[src/fmt_pkg.sv]
// ----------------------------------------------------------------------------
// Forms message tokenizer package
// Shared constants, token and queue entry types for the tokenizer blocks.
// ----------------------------------------------------------------------------
package fmt_pkg;

  // Deepest embedded message nesting that is accepted.
  localparam int MAX_NEST_DEPTH = 8;
  localparam int DEPTH_W = $clog2(MAX_NEST_DEPTH + 1);
  // Entries in the queue between parser and token output.
  localparam int QDEPTH = 4;
  localparam int QPTR_W = $clog2(QDEPTH);
  localparam int QCNT_W = $clog2(QDEPTH + 1);

  localparam logic [7:0] MARK_BYTE = 8'hf0;

  typedef enum logic [3:0] {
    K_HDR    = 4'd0,
    K_PROP   = 4'd1,
    K_END    = 4'd2,
    K_NULL   = 4'd3,
    K_BYTE   = 4'd4,
    K_STR    = 4'd5,
    K_PERR   = 4'd6,
    K_XERR   = 4'd7,
    K_TRUNC  = 4'd8,
    K_UNK    = 4'd9,
    K_EMB    = 4'd10,
    K_EMBEND = 4'd11,
    K_OVF    = 4'd12
  } kind_t;

  typedef enum logic [4:0] {
    PH_MSG, PH_CLASS, PH_DELTA, PH_HAND0, PH_HANDN, PH_PROP, PH_PID, PH_FIX,
    PH_EXT, PH_TAG, PH_SLEN, PH_SDATA, PH_ACNT, PH_BDATA, PH_ERRB, PH_DROP
  } phase_t;

  typedef struct packed {
    logic [3:0]  kind;
    logic [2:0]  action;
    logic [9:0]  class_id;
    logic [7:0]  delta_ref;
    logic [30:0] handler_id;
    logic [3:0]  prop_type;
    logic [7:0]  prop_subtype;
    logic [11:0] prop_id;
    logic [63:0] value;
    logic [31:0] elem_count;
    logic [3:0]  nest_depth;
  } token_t;

  // All tokens caused by one input item.
  typedef struct packed {
    logic [1:0]       cnt;
    token_t [2:0]     tok;
  } entry_t;

endpackage

[src/fmt_front.sv]
// ----------------------------------------------------------------------------
// Tokenizer front end
// Parses one byte per accepted item and builds the tokens it causes.
// ----------------------------------------------------------------------------
module fmt_front (
  input  logic            clk,
  input  logic            rst_n,
  input  logic            accept,
  input  logic [7:0]      data_byte,
  input  logic            last_byte,
  output fmt_pkg::entry_t entry
);
  import fmt_pkg::*;

  phase_t              ph_r, ph_nxt;
  logic [2:0]          fbi_r, fbi_nxt;
  logic [63:0]         asm_r, asm_nxt;
  logic [31:0]         rb_r, rb_nxt;
  logic [31:0]         re_r, re_nxt;
  logic [2:0]          act_r, act_nxt;
  logic [9:0]          cls_r, cls_nxt;
  logic [3:0]          pty_r, pty_nxt;
  logic [7:0]          psb_r, psb_nxt;
  logic [11:0]         pid_r, pid_nxt;
  logic [DEPTH_W-1:0]  dep_r, dep_nxt;
  logic                pend_r, pend_nxt;

  function automatic logic [3:0] sat_depth(input logic [DEPTH_W-1:0] d);
    logic [31:0] w;
    w = 32'(d);
    return (w > 32'd15) ? 4'hf : w[3:0];
  endfunction

  function automatic token_t mk(input kind_t k, input logic prop,
                                input logic [3:0] pt, input logic [7:0] ps,
                                input logic [11:0] pi, input logic [63:0] v,
                                input logic [31:0] c, input logic [DEPTH_W-1:0] d);
    token_t t;
    t = '0;
    t.kind = k;
    if (prop) begin
      t.prop_type = pt;
      t.prop_subtype = ps;
      t.prop_id = pi;
    end
    t.value = v;
    t.elem_count = c;
    t.nest_depth = sat_depth(d);
    return t;
  endfunction

  // Parser step: next state and the tokens of this byte.
  always_comb begin
    token_t     tk [4];
    logic [1:0] n;
    logic       dispatch;
    logic [7:0] b;
    logic [3:0] nib;
    logic [31:0] cnt;
    b = data_byte;
    nib = b[7:4];
    n = 2'd0;
    for (int i = 0; i < 4; i++) tk[i] = '0;
    cnt = '0;
    ph_nxt = ph_r; fbi_nxt = fbi_r; asm_nxt = asm_r; rb_nxt = rb_r; re_nxt = re_r;
    act_nxt = act_r; cls_nxt = cls_r; pty_nxt = pty_r; psb_nxt = psb_r;
    pid_nxt = pid_r; dep_nxt = dep_r; pend_nxt = pend_r;
    dispatch = 1'b1;

    // Pending marker byte from message start.
    if (pend_r) begin
      pend_nxt = 1'b0;
      if (last_byte) begin
        tk[n] = mk(K_END, 1'b0, pty_nxt, psb_nxt, pid_nxt, 64'(b), '0, dep_nxt);
        n = n + 2'd1;
        dispatch = 1'b0;
      end else begin
        tk[n] = mk(K_NULL, 1'b0, pty_nxt, psb_nxt, pid_nxt, 64'(MARK_BYTE), '0, dep_nxt);
        n = n + 2'd1;
        if (dep_nxt != '0) begin
          dep_nxt = dep_nxt - 1'b1;
          tk[n] = mk(K_EMBEND, 1'b0, pty_nxt, psb_nxt, pid_nxt, 64'(MARK_BYTE), '0,
                     dep_nxt);
          n = n + 2'd1;
          ph_nxt = PH_PROP;
        end else begin
          ph_nxt = PH_MSG;
        end
      end
    end

    if (dispatch) begin
      case (ph_nxt)
        PH_MSG: begin
          if (b == MARK_BYTE) begin
            if (last_byte) begin
              tk[n] = mk(K_NULL, 1'b0, pty_nxt, psb_nxt, pid_nxt, 64'(MARK_BYTE), '0,
                         dep_nxt);
              n = n + 2'd1;
            end else begin
              pend_nxt = 1'b1;
            end
          end else if (nib[3]) begin
            tk[n] = mk(K_UNK, 1'b0, pty_nxt, psb_nxt, pid_nxt, 64'(b), '0, dep_nxt);
            n = n + 2'd1;
            ph_nxt = PH_DROP;
          end else begin
            act_nxt = nib[2:0];
            cls_nxt = {b[1:0], 8'h00};
            asm_nxt = '0;
            if (nib == 4'd0 || nib == 4'd4) ph_nxt = PH_CLASS;
            else if (nib == 4'd5) ph_nxt = PH_DELTA;
            else ph_nxt = PH_HAND0;
          end
        end
        PH_CLASS: begin
          cls_nxt = {cls_nxt[9:8], b};
          ph_nxt = (act_nxt == 3'd4) ? PH_DELTA : PH_HAND0;
        end
        PH_DELTA: begin
          asm_nxt = {24'h0, b, 32'h0};
          ph_nxt = PH_HAND0;
        end
        PH_HAND0: begin
          if (b[7]) begin
            asm_nxt = {24'h0, asm_nxt[39:32], 25'h0, b[6:0]};
            fbi_nxt = 3'd2;
          end else begin
            asm_nxt = {24'h0, asm_nxt[39:32], 24'h0, b};
            fbi_nxt = 3'd0;
          end
          ph_nxt = PH_HANDN;
        end
        PH_HANDN: begin
          asm_nxt = {24'h0, asm_nxt[39:32], 1'b0, asm_nxt[22:0], b};
          if (fbi_nxt == 3'd0) begin
            tk[n] = mk(K_HDR, 1'b0, pty_nxt, psb_nxt, pid_nxt, '0, '0, dep_nxt);
            tk[n].action = act_nxt;
            tk[n].class_id = cls_nxt;
            tk[n].delta_ref = asm_nxt[39:32];
            tk[n].handler_id = asm_nxt[30:0];
            n = n + 2'd1;
            ph_nxt = PH_PROP;
          end else begin
            fbi_nxt = fbi_nxt - 3'd1;
          end
        end
        PH_PROP: begin
          if (b == MARK_BYTE) begin
            if (dep_nxt != '0) begin
              dep_nxt = dep_nxt - 1'b1;
              tk[n] = mk(K_EMBEND, 1'b0, pty_nxt, psb_nxt, pid_nxt, 64'(MARK_BYTE), '0,
                         dep_nxt);
              n = n + 2'd1;
              ph_nxt = PH_PROP;
            end else begin
              ph_nxt = PH_MSG;
            end
          end else begin
            pty_nxt = nib;
            psb_nxt = '0;
            pid_nxt = '0;
            if (nib == 4'hb) begin
              tk[n] = mk(K_PROP, 1'b1, pty_nxt, psb_nxt, pid_nxt, 64'(b[3:0]), '0, dep_nxt);
              n = n + 2'd1;
              ph_nxt = PH_PROP;
            end else if (nib == 4'hd) begin
              asm_nxt = '0; fbi_nxt = 3'd1; ph_nxt = PH_FIX;
            end else begin
              pid_nxt = {b[3:0], 8'h00};
              ph_nxt = PH_PID;
            end
          end
        end
        PH_PID: begin
          pid_nxt = {pid_nxt[11:8], b};
          ph_nxt = PH_PROP;
          case (pty_nxt)
            4'h0, 4'ha: begin asm_nxt = '0; fbi_nxt = 3'd3; ph_nxt = PH_FIX; end
            4'h2, 4'h7: begin asm_nxt = '0; fbi_nxt = 3'd0; ph_nxt = PH_FIX; end
            4'h3, 4'h9, 4'hc: begin asm_nxt = '0; fbi_nxt = 3'd1; ph_nxt = PH_FIX; end
            4'h4: ph_nxt = PH_TAG;
            4'h5: begin
              tk[n] = mk(K_PROP, 1'b1, pty_nxt, psb_nxt, pid_nxt, 64'd1, '0, dep_nxt);
              n = n + 2'd1;
            end
            4'he: ph_nxt = PH_EXT;
            4'hf: ph_nxt = PH_ERRB;
            default: begin
              tk[n] = mk(K_PROP, 1'b1, pty_nxt, psb_nxt, pid_nxt, 64'd0, '0, dep_nxt);
              n = n + 2'd1;
            end
          endcase
        end
        PH_FIX: begin
          asm_nxt = {asm_nxt[55:0], b};
          if (fbi_nxt == 3'd0) begin
            tk[n] = mk(K_PROP, 1'b1, pty_nxt, psb_nxt, pid_nxt, asm_nxt, '0, dep_nxt);
            n = n + 2'd1;
            ph_nxt = PH_PROP;
          end else begin
            fbi_nxt = fbi_nxt - 3'd1;
          end
        end
        PH_EXT: begin
          psb_nxt = b;
          ph_nxt = PH_PROP;
          case (b)
            8'd2, 8'd7, 8'd15: begin asm_nxt = '0; fbi_nxt = 3'd3; ph_nxt = PH_ACNT; end
            8'd4: begin asm_nxt = '0; fbi_nxt = 3'd0; ph_nxt = PH_FIX; end
            8'd5: begin asm_nxt = '0; fbi_nxt = 3'd3; ph_nxt = PH_FIX; end
            8'd6, 8'd10: begin asm_nxt = '0; fbi_nxt = 3'd7; ph_nxt = PH_FIX; end
            8'd8: begin
              if (dep_nxt >= DEPTH_W'(MAX_NEST_DEPTH)) begin
                tk[n] = mk(K_OVF, 1'b1, pty_nxt, psb_nxt, pid_nxt, '0, '0, dep_nxt);
                n = n + 2'd1;
                ph_nxt = PH_DROP;
              end else begin
                tk[n] = mk(K_EMB, 1'b1, pty_nxt, psb_nxt, pid_nxt, '0, '0, dep_nxt);
                n = n + 2'd1;
                dep_nxt = dep_nxt + 1'b1;
                ph_nxt = PH_MSG;
              end
            end
            default: begin
              tk[n] = mk(K_XERR, 1'b1, pty_nxt, psb_nxt, pid_nxt, 64'(b), '0, dep_nxt);
              n = n + 2'd1;
            end
          endcase
        end
        PH_TAG: begin
          tk[n] = mk(K_PROP, 1'b1, pty_nxt, psb_nxt, pid_nxt, 64'(b), '0, dep_nxt);
          n = n + 2'd1;
          re_nxt = 32'd1;
          asm_nxt = '0; fbi_nxt = 3'd1; ph_nxt = PH_SLEN;
        end
        PH_SLEN: begin
          asm_nxt = {asm_nxt[55:0], b};
          if (fbi_nxt == 3'd0) begin
            cnt = {16'h0, asm_nxt[15:0]};
            if (re_nxt != '0) re_nxt = re_nxt - 32'd1;
            tk[n] = mk(K_STR, 1'b1, pty_nxt, psb_nxt, pid_nxt, '0, cnt, dep_nxt);
            n = n + 2'd1;
            rb_nxt = cnt;
            if (cnt == '0) begin
              if (re_nxt != '0) begin
                asm_nxt = '0; fbi_nxt = 3'd1; ph_nxt = PH_SLEN;
              end else begin
                ph_nxt = PH_PROP;
              end
            end else begin
              ph_nxt = PH_SDATA;
            end
          end else begin
            fbi_nxt = fbi_nxt - 3'd1;
          end
        end
        PH_SDATA: begin
          tk[n] = mk(K_BYTE, 1'b1, pty_nxt, psb_nxt, pid_nxt, 64'(b), '0, dep_nxt);
          n = n + 2'd1;
          if (rb_nxt != '0) rb_nxt = rb_nxt - 32'd1;
          if (rb_nxt == '0) begin
            if (re_nxt != '0) begin
              asm_nxt = '0; fbi_nxt = 3'd1; ph_nxt = PH_SLEN;
            end else begin
              ph_nxt = PH_PROP;
            end
          end
        end
        PH_ACNT: begin
          asm_nxt = {asm_nxt[55:0], b};
          if (fbi_nxt == 3'd0) begin
            cnt = asm_nxt[31:0];
            tk[n] = mk(K_PROP, 1'b1, pty_nxt, psb_nxt, pid_nxt, '0, cnt, dep_nxt);
            n = n + 2'd1;
            if (psb_nxt == 8'd2) begin
              re_nxt = cnt;
              if (cnt != '0) begin
                asm_nxt = '0; fbi_nxt = 3'd1; ph_nxt = PH_SLEN;
              end else begin
                ph_nxt = PH_PROP;
              end
            end else begin
              rb_nxt = cnt;
              ph_nxt = (cnt != '0) ? PH_BDATA : PH_PROP;
            end
          end else begin
            fbi_nxt = fbi_nxt - 3'd1;
          end
        end
        PH_BDATA: begin
          tk[n] = mk(K_BYTE, 1'b1, pty_nxt, psb_nxt, pid_nxt, 64'(b), '0, dep_nxt);
          n = n + 2'd1;
          if (rb_nxt != '0) rb_nxt = rb_nxt - 32'd1;
          if (rb_nxt == '0) ph_nxt = PH_PROP;
        end
        PH_ERRB: begin
          tk[n] = mk(K_PERR, 1'b1, pty_nxt, psb_nxt, pid_nxt, 64'(b), '0, dep_nxt);
          n = n + 2'd1;
          ph_nxt = PH_PROP;
        end
        default: begin
        end
      endcase
    end

    // Buffer end: flag an unfinished field, then return to reset state.
    if (last_byte) begin
      if (ph_nxt != PH_MSG && ph_nxt != PH_PROP && ph_nxt != PH_DROP) begin
        tk[n] = mk(K_TRUNC, 1'b0, pty_nxt, psb_nxt, pid_nxt, '0, '0, dep_nxt);
        n = n + 2'd1;
      end
      ph_nxt = PH_MSG; fbi_nxt = '0; asm_nxt = '0; rb_nxt = '0; re_nxt = '0;
      act_nxt = '0; cls_nxt = '0; pty_nxt = '0; psb_nxt = '0; pid_nxt = '0;
      dep_nxt = '0; pend_nxt = 1'b0;
    end

    entry.cnt = n;
    entry.tok[0] = tk[0];
    entry.tok[1] = tk[1];
    entry.tok[2] = tk[2];
  end

  // Parser state registers.
  always_ff @(posedge clk) begin
    if (!rst_n) begin
      ph_r <= PH_MSG; fbi_r <= '0; asm_r <= '0; rb_r <= '0; re_r <= '0;
      act_r <= '0; cls_r <= '0; pty_r <= '0; psb_r <= '0; pid_r <= '0;
      dep_r <= '0; pend_r <= 1'b0;
    end else if (accept) begin
      ph_r <= ph_nxt; fbi_r <= fbi_nxt; asm_r <= asm_nxt; rb_r <= rb_nxt;
      re_r <= re_nxt; act_r <= act_nxt; cls_r <= cls_nxt; pty_r <= pty_nxt;
      psb_r <= psb_nxt; pid_r <= pid_nxt; dep_r <= dep_nxt; pend_r <= pend_nxt;
    end
  end

endmodule

[src/fmt_queue.sv]
// ----------------------------------------------------------------------------
// Tokenizer queue
// Small register queue of token groups between the parser and the output.
// ----------------------------------------------------------------------------
module fmt_queue (
  input  logic            clk,
  input  logic            rst_n,
  input  logic            push,
  input  fmt_pkg::entry_t push_entry,
  input  logic            pop,
  output fmt_pkg::entry_t head,
  output logic            empty,
  output logic            full
);
  import fmt_pkg::*;

  entry_t              mem_r [QDEPTH];
  logic [QPTR_W-1:0]   wp_r, rp_r;
  logic [QCNT_W-1:0]   cnt_r;

  assign head  = mem_r[rp_r];
  assign empty = (cnt_r == '0);
  assign full  = (cnt_r == QCNT_W'(QDEPTH));

  // Storage is written at the tail only.
  always_ff @(posedge clk) begin
    if (push) mem_r[wp_r] <= push_entry;
  end

  // Pointers and fill count.
  always_ff @(posedge clk) begin
    if (!rst_n) begin
      wp_r <= '0;
      rp_r <= '0;
      cnt_r <= '0;
    end else begin
      if (push) wp_r <= (wp_r == QPTR_W'(QDEPTH - 1)) ? '0 : wp_r + 1'b1;
      if (pop) rp_r <= (rp_r == QPTR_W'(QDEPTH - 1)) ? '0 : rp_r + 1'b1;
      cnt_r <= cnt_r + QCNT_W'(push) - QCNT_W'(pop);
    end
  end

endmodule

[src/fmt_back.sv]
// ----------------------------------------------------------------------------
// Tokenizer back end
// Hands the queued tokens out one per item through an output register.
// ----------------------------------------------------------------------------
module fmt_back (
  input  logic            clk,
  input  logic            rst_n,
  input  fmt_pkg::entry_t head,
  input  logic            empty,
  output logic            pop,
  input  logic            out_ready,
  output logic            out_valid,
  output fmt_pkg::token_t out_tok,
  output logic            out_last
);
  import fmt_pkg::*;

  logic [1:0] idx_r;
  logic       vld_r;
  token_t     tok_r;
  logic       last_r;
  logic       load;
  logic       at_end;
  token_t     sel;

  assign load   = !empty && (!vld_r || out_ready);
  assign at_end = (idx_r == head.cnt - 2'd1);
  assign pop    = load && at_end;

  // Pick the token at the current place in the head group.
  always_comb begin
    case (idx_r)
      2'd1: sel = head.tok[1];
      2'd2: sel = head.tok[2];
      default: sel = head.tok[0];
    endcase
  end

  // Output register and group position.
  always_ff @(posedge clk) begin
    if (!rst_n) begin
      vld_r <= 1'b0;
      idx_r <= '0;
    end else begin
      if (load) begin
        vld_r <= 1'b1;
        idx_r <= at_end ? 2'd0 : idx_r + 2'd1;
      end else if (out_ready) begin
        vld_r <= 1'b0;
      end
    end
  end

  always_ff @(posedge clk) begin
    if (load) begin
      tok_r <= sel;
      last_r <= at_end;
    end
  end

  assign out_valid = vld_r;
  assign out_tok   = tok_r;
  assign out_last  = last_r;

endmodule

[src/forms_message_tokenizer_unit.sv]
// ----------------------------------------------------------------------------
// Forms message tokenizer
// Turns a forms-protocol byte stream into header, property and content tokens.
// ----------------------------------------------------------------------------
// The block takes one byte per cycle while its four-entry token queue has room,
// and gives one token per cycle while out_ready is high; a byte yields zero to
// three tokens, so a run of bytes that each cause several tokens is limited by
// the single output register and fills the queue until in_ready drops. A byte
// that yields no token is finished the cycle it is accepted; a byte's first
// token is written into the queue when the byte is accepted and then loaded
// into the output register, from which it is taken while out_ready is high.
module forms_message_tokenizer_unit (
  input  logic        clk,
  input  logic        rst_n,
  input  logic        in_valid,
  output logic        in_ready,
  input  logic [7:0]  in_data_byte,
  input  logic        in_last_byte,
  output logic        out_valid,
  input  logic        out_ready,
  output logic [3:0]  out_token_kind,
  output logic [2:0]  out_action,
  output logic [9:0]  out_class_id,
  output logic [7:0]  out_delta_ref,
  output logic [30:0] out_handler_id,
  output logic [3:0]  out_prop_type,
  output logic [7:0]  out_prop_subtype,
  output logic [11:0] out_prop_id,
  output logic [63:0] out_value,
  output logic [31:0] out_elem_count,
  output logic [3:0]  out_nest_depth,
  output logic        out_last_of_run
);
  import fmt_pkg::*;

  entry_t  new_entry, head;
  logic    accept, push, pop, empty, full;
  token_t  tok;

  assign in_ready = !full;
  assign accept   = in_valid && in_ready;
  assign push     = accept && (new_entry.cnt != 2'd0);

  fmt_front u_front (
    .clk, .rst_n, .accept,
    .data_byte (in_data_byte),
    .last_byte (in_last_byte),
    .entry     (new_entry)
  );

  fmt_queue u_queue (
    .clk, .rst_n, .push,
    .push_entry (new_entry),
    .pop, .head, .empty, .full
  );

  fmt_back u_back (
    .clk, .rst_n, .head, .empty, .pop, .out_ready, .out_valid,
    .out_tok  (tok),
    .out_last (out_last_of_run)
  );

  assign out_token_kind   = tok.kind;
  assign out_action       = tok.action;
  assign out_class_id     = tok.class_id;
  assign out_delta_ref    = tok.delta_ref;
  assign out_handler_id   = tok.handler_id;
  assign out_prop_type    = tok.prop_type;
  assign out_prop_subtype = tok.prop_subtype;
  assign out_prop_id      = tok.prop_id;
  assign out_value        = tok.value;
  assign out_elem_count   = tok.elem_count;
  assign out_nest_depth   = tok.nest_depth;

  // The queue is never written when full nor read when empty.
  assert property (@(posedge clk) disable iff (!rst_n) !(push && full))
    else $error("token queue overflow");
  assert property (@(posedge clk) disable iff (!rst_n) !(pop && empty))
    else $error("token queue underflow");

  // A queued group always holds at least one token.
  assert property (@(posedge clk) disable iff (!rst_n) !empty |-> head.cnt != 2'd0)
    else $error("empty token group queued");

  // Reported depth never passes the nesting limit.
  assert property (@(posedge clk) disable iff (!rst_n)
    out_valid |-> 32'(out_nest_depth) <= MAX_NEST_DEPTH)
    else $error("nest depth beyond limit");

endmodule
[config.mk]
export PLATFORM = sky130hd
export DESIGN_NAME = forms_message_tokenizer_unit
export DESIGN_NICKNAME = d
export VERILOG_FILES = /design/src/fmt_pkg.sv /design/src/fmt_front.sv /design/src/fmt_queue.sv /design/src/fmt_back.sv /design/src/forms_message_tokenizer_unit.sv
export SDC_FILE = /design/constraint.sdc
export NUM_CORES = 2
export LEC_CHECK = 0
export BUFFER_PORTS_ARGS = -buffer_cell sky130_fd_sc_hd__buf_2
export CAP_MARGIN = 40
export CORE_UTILIZATION = 35
export DETAILED_ROUTE_END_ITERATION = 16
export PLACE_DENSITY = 0.56
export SYNTH_ARGS = -nofsm -noshare
export SYNTH_HDL_FRONTEND = slang
export SYNTH_SLANG_ARGS = --single-unit
export TNS_END_PERCENT = 10
[constraint.sdc]
create_clock -name clk -period 41.5 [get_ports clk]
set_input_delay 12.45 -clock clk [delete_from_list [all_inputs] [get_ports clk]]
set_output_delay 12.45 -clock clk [all_outputs]
set_load 0.01 [all_outputs]
==> impl_metrics.tcl <==
set metrics [dict create \
    status "completed" \
    vias 62085 \
    dp_hpwl_um 207000 \
    via_per_inst 5.71 \
    gp_congestion 0.944 \
    cp.arrival_ns 21.53 \
    power_mw 7.73 \
    cts_tree "built" \
    std_cell_rows 200 \
    worst_slew_pin_slew_ns 1.17 \
    yosys.cell_types.count 91 \
    hold_ws_ns 0.490 \
    drive_gt1_share_pct 21.6 \
    wl_per_cell_um 30.5 \
    syn_avg_cell_area_sq_um 16.3 \
    skew_ns 0.0562 \
    synth-seq-area-share_pct 71.0 \
    critPathRequiredTime_ns 42.05 \
    crit_family "buffers and inverters" \
    grt-ovfl-total 0 \
    cap_violations 0 \
    cts_buffer_depth 4 \
    worst_setup_path_start_kind "primary input" \
    layout.nets 6735 \
    leakagePower_nw 39.4 \
    postCtsHoldBufs 0 \
    die_w_um 548 \
    synth_edf_count 2349 \
    final_common_cell "edfxtp_1" \
    clk_pin_slew_worst_paths_ns 0.06 \
    worst_path_largest_cell_delay_ns 0.74 \
    synth_top_flop_cell "edfxtp_1" \
    syn_to_final_growth_pct 15.5 \
    first_pass_iters 8 \
    finalCritPeriodShare_pct 50.6 \
    first_global_vias 61790 \
    cts.sinks 2531 \
    grt_max_degree 144 \
    cpMostUsedCell "buf_4" \
    combPwrFrac_pct 24.7 \
    period_minus_slack_ns 20.99 \
    ctsResizeCount 0 \
    fmax_ghz 0.0476 \
    p_int_mw 5.38 \
    htree_levels 5 \
    post_cts_buffers 0 \
    cp-end-kind "flip-flop" \
    clk_latency_ns 0.90 \
    swShare_pct 30.4 \
    syn-cell-area_sq_um 105000 \
    setup_violations 0 \
    synth.net_count 6465 \
    clkPwrFrac_pct 31.9 \
    cp_slowest_cell "buf_4" \
    ioPinCount 196 \
    die_h_um 548 \
    holdCritPathClass "flip-flop to flip-flop" \
    setup_tns_ns 0 \
    grt_usage_pct 21.6 \
    grt_pass1_wl_um 469000 \
    clock-root-buffer "clkbuf_16" \
    core_area_sq_um 297000 \
    peakVddDrop_mv 0.0552 \
    synth_area_leaders "edfxtp_1 (68%), mux4_2 (12%), dfxtp_1 (3.5%)" \
    start_util_pct 35.2 \
    rsz0062_at_grt "false" \
    die_area_sq_um 301000 \
    postSynthCellCount 6424 \
    relSlewSlack_pct 22.3 \
    wirelength_um 331000 \
    p_per_area_nw_per_um2 64.0 \
    worstSetupPathType "primary input to flip-flop" \
    tritoncts.num_buffers 282 \
    yosysTopAreaCell "edfxtp_1" \
    finalHoldViolations 0 \
    async_reset_ff_share_pct 0 \
    pwr-share-seq_pct 43.3 \
    crit_buf_inv 10 \
    layout_common_cells "edfxtp_1 (2,349), mux4_2 (542), nand2_1 (507)" \
    drc_errors 0 \
    ys_ff_latch 2531 \
    cp_cell_sequence "buf_2 > buf_4 > nand2b_1 > buf_4 > nand2_1 > nor2_1 > nor2_1 > nand2_1 > nor4_1 > nor2_4 > buf_4 > a31oi_1 > a31oi_1 > ha_1 > and4_1 > a221oi_4 > and2_4 > buf_4 > buf_16 > buf_4 > buf_12 > buf_4 > buf_16" \
    drv_slew 0 \
    drt_iter0_drc 6550 \
    yosysWarnings 0 \
    port_buffers 195 \
    power.switching_mw 2.35 \
    detail-route-antenna-nets 0 \
    synth.top_cell.area_share_pct 67.5 \
    antenna_found_initial 34 \
    crit_fanout 143 \
]
## power groups by stage
| stage | Clock [mW] | Combinational [mW] | Sequential [mW] |
|---|---|---|---|
| after floorplan | 0 | 1.08 | 3.62 |
| after global placement | 0 | 1.90 | 3.39 |
| after detailed placement | 0 | 1.95 | 3.41 |
| after CTS | 2.52 | 1.96 | 3.36 |
| after global routing | 2.61 | 2.05 | 3.38 |
| final | 2.47 | 1.91 | 3.35 |
## cell type report
| cell class | count | area [sq um] |
|---|---|---|
| tap | 3939 | 4930 |
| antenna | 4 | 10.0 |
| sequential | 2531 | 74200 |
| inverter | 46 | 180 |
| fill | 26800 | 176000 |
| clock inverter | 150 | 1420 |
| multi-input combinational | 3376 | 28500 |
| timing repair buffer | 457 | 3790 |
| clock buffer | 362 | 7690 |
## path summary, 6_finish.rpt
kind	startpoint	end	slack (ns)	cells after the start
worst max-delay path	in_last_byte	u_queue.mem_r[1][452]	20.51	23
worst min-delay path	u_front.fbi_r[1]	u_front.fbi_r[1]	0.49	2
worst max register to register	u_front.dep_r[1]	u_queue.mem_r[1][452]	30.52	25
worst min register to register	u_front.fbi_r[1]	u_front.fbi_r[1]	0.49	2
## kinds of logic after synthesis
kind of cell | count (synthesis) | share of synthesized area, %
DFF | 2531 | 71.0
and+or+nand+nor | 1682 | 7.90
AOI/OAI and AO/OA | 1068 | 6.68
muxes | 562 | 11.9
buffers and inverters | 517 | 1.91
xor gates and xnor gates | 36 | 0.302
adders and majority gates | 28 | 0.342
## synth_stat cells, types with 25 or more instances
master       n
or3_1       28
nor2_1     380
buf_2       25
mux4_2     542
buf_1       73
nor2b_1    133
nand2_1    507
and2_1     146
a21boi_0    40
dfxtp_1    182
a31oi_1     28
o21ai_0    332
a22oi_1    306
nor3_1      98
inv_1       43
and3_1     121
nor4_1      46
clkbuf_1   369
a21oi_1    143
nand3_1     75
edfxtp_1  2349
ha_1        27
## layer usage
layer  vias to the layer above  wire (um)  GRT usage [%]  part of all wire [%]
li1                      26088          -              -                     -
met1                     32900     142000           30.4                    43
met2                      2596     154000           34.0                    47
met3                       487      23100           3.55                   7.0
met4                        14      11500           7.32                   3.5
met5                         -         88              0                 0.027
## worst reg2reg max path: cells and delay by family, from the launching register on
kind                     cells  cell delay, ns
AO/OA/AOI/OAI                6            1.96
adder cells (fa/ha/maj)      2            0.71
buffers and inverters        9            4.17
flip-flops                   1            0.45
AND/OR/NAND/NOR              8            3.27
## metrics by stage
stage / setup slack (ns) / instances / util, % / instance area, sq um
2_1_floorplan: 11.88 / 6424 / - / 105000
3_3_place_gp: 19.32 / 10262 / 37.1 / 110000
3_5_place_dp: 19.68 / 10347 / 37.6 / 112000
4_1_cts: 20.61 / 10859 / 40.6 / 121000
5_1_grt: 20.10 / 10862 / 40.6 / 121000
6_report: 20.51 / 10865 / 40.6 / 121000
## flip-flops by register name (all words and copies together), names as in the netlist, named ones only
name              cells
u_front.dep_r         4
u_front.fbi_r         3
u_back.out_valid      1
u_front.cls_r        10
u_queue.mem_r      2168
u_front.pty_r         4
u_front.re_r         32
u_back.idx_r          2
u_front.ph_r          5
u_front.asm_r        56
u_front.psb_r         8
u_front.pid_r        12
u_queue.cnt_r         3
u_back.out_last       1
u_queue.rp_r          2
u_front.pend_r        1
u_back.out_tok      180
u_front.act_r         3
u_queue.wp_r          2
u_front.rb_r         32
Note: power is estimated with default switching activity, not from simulation.
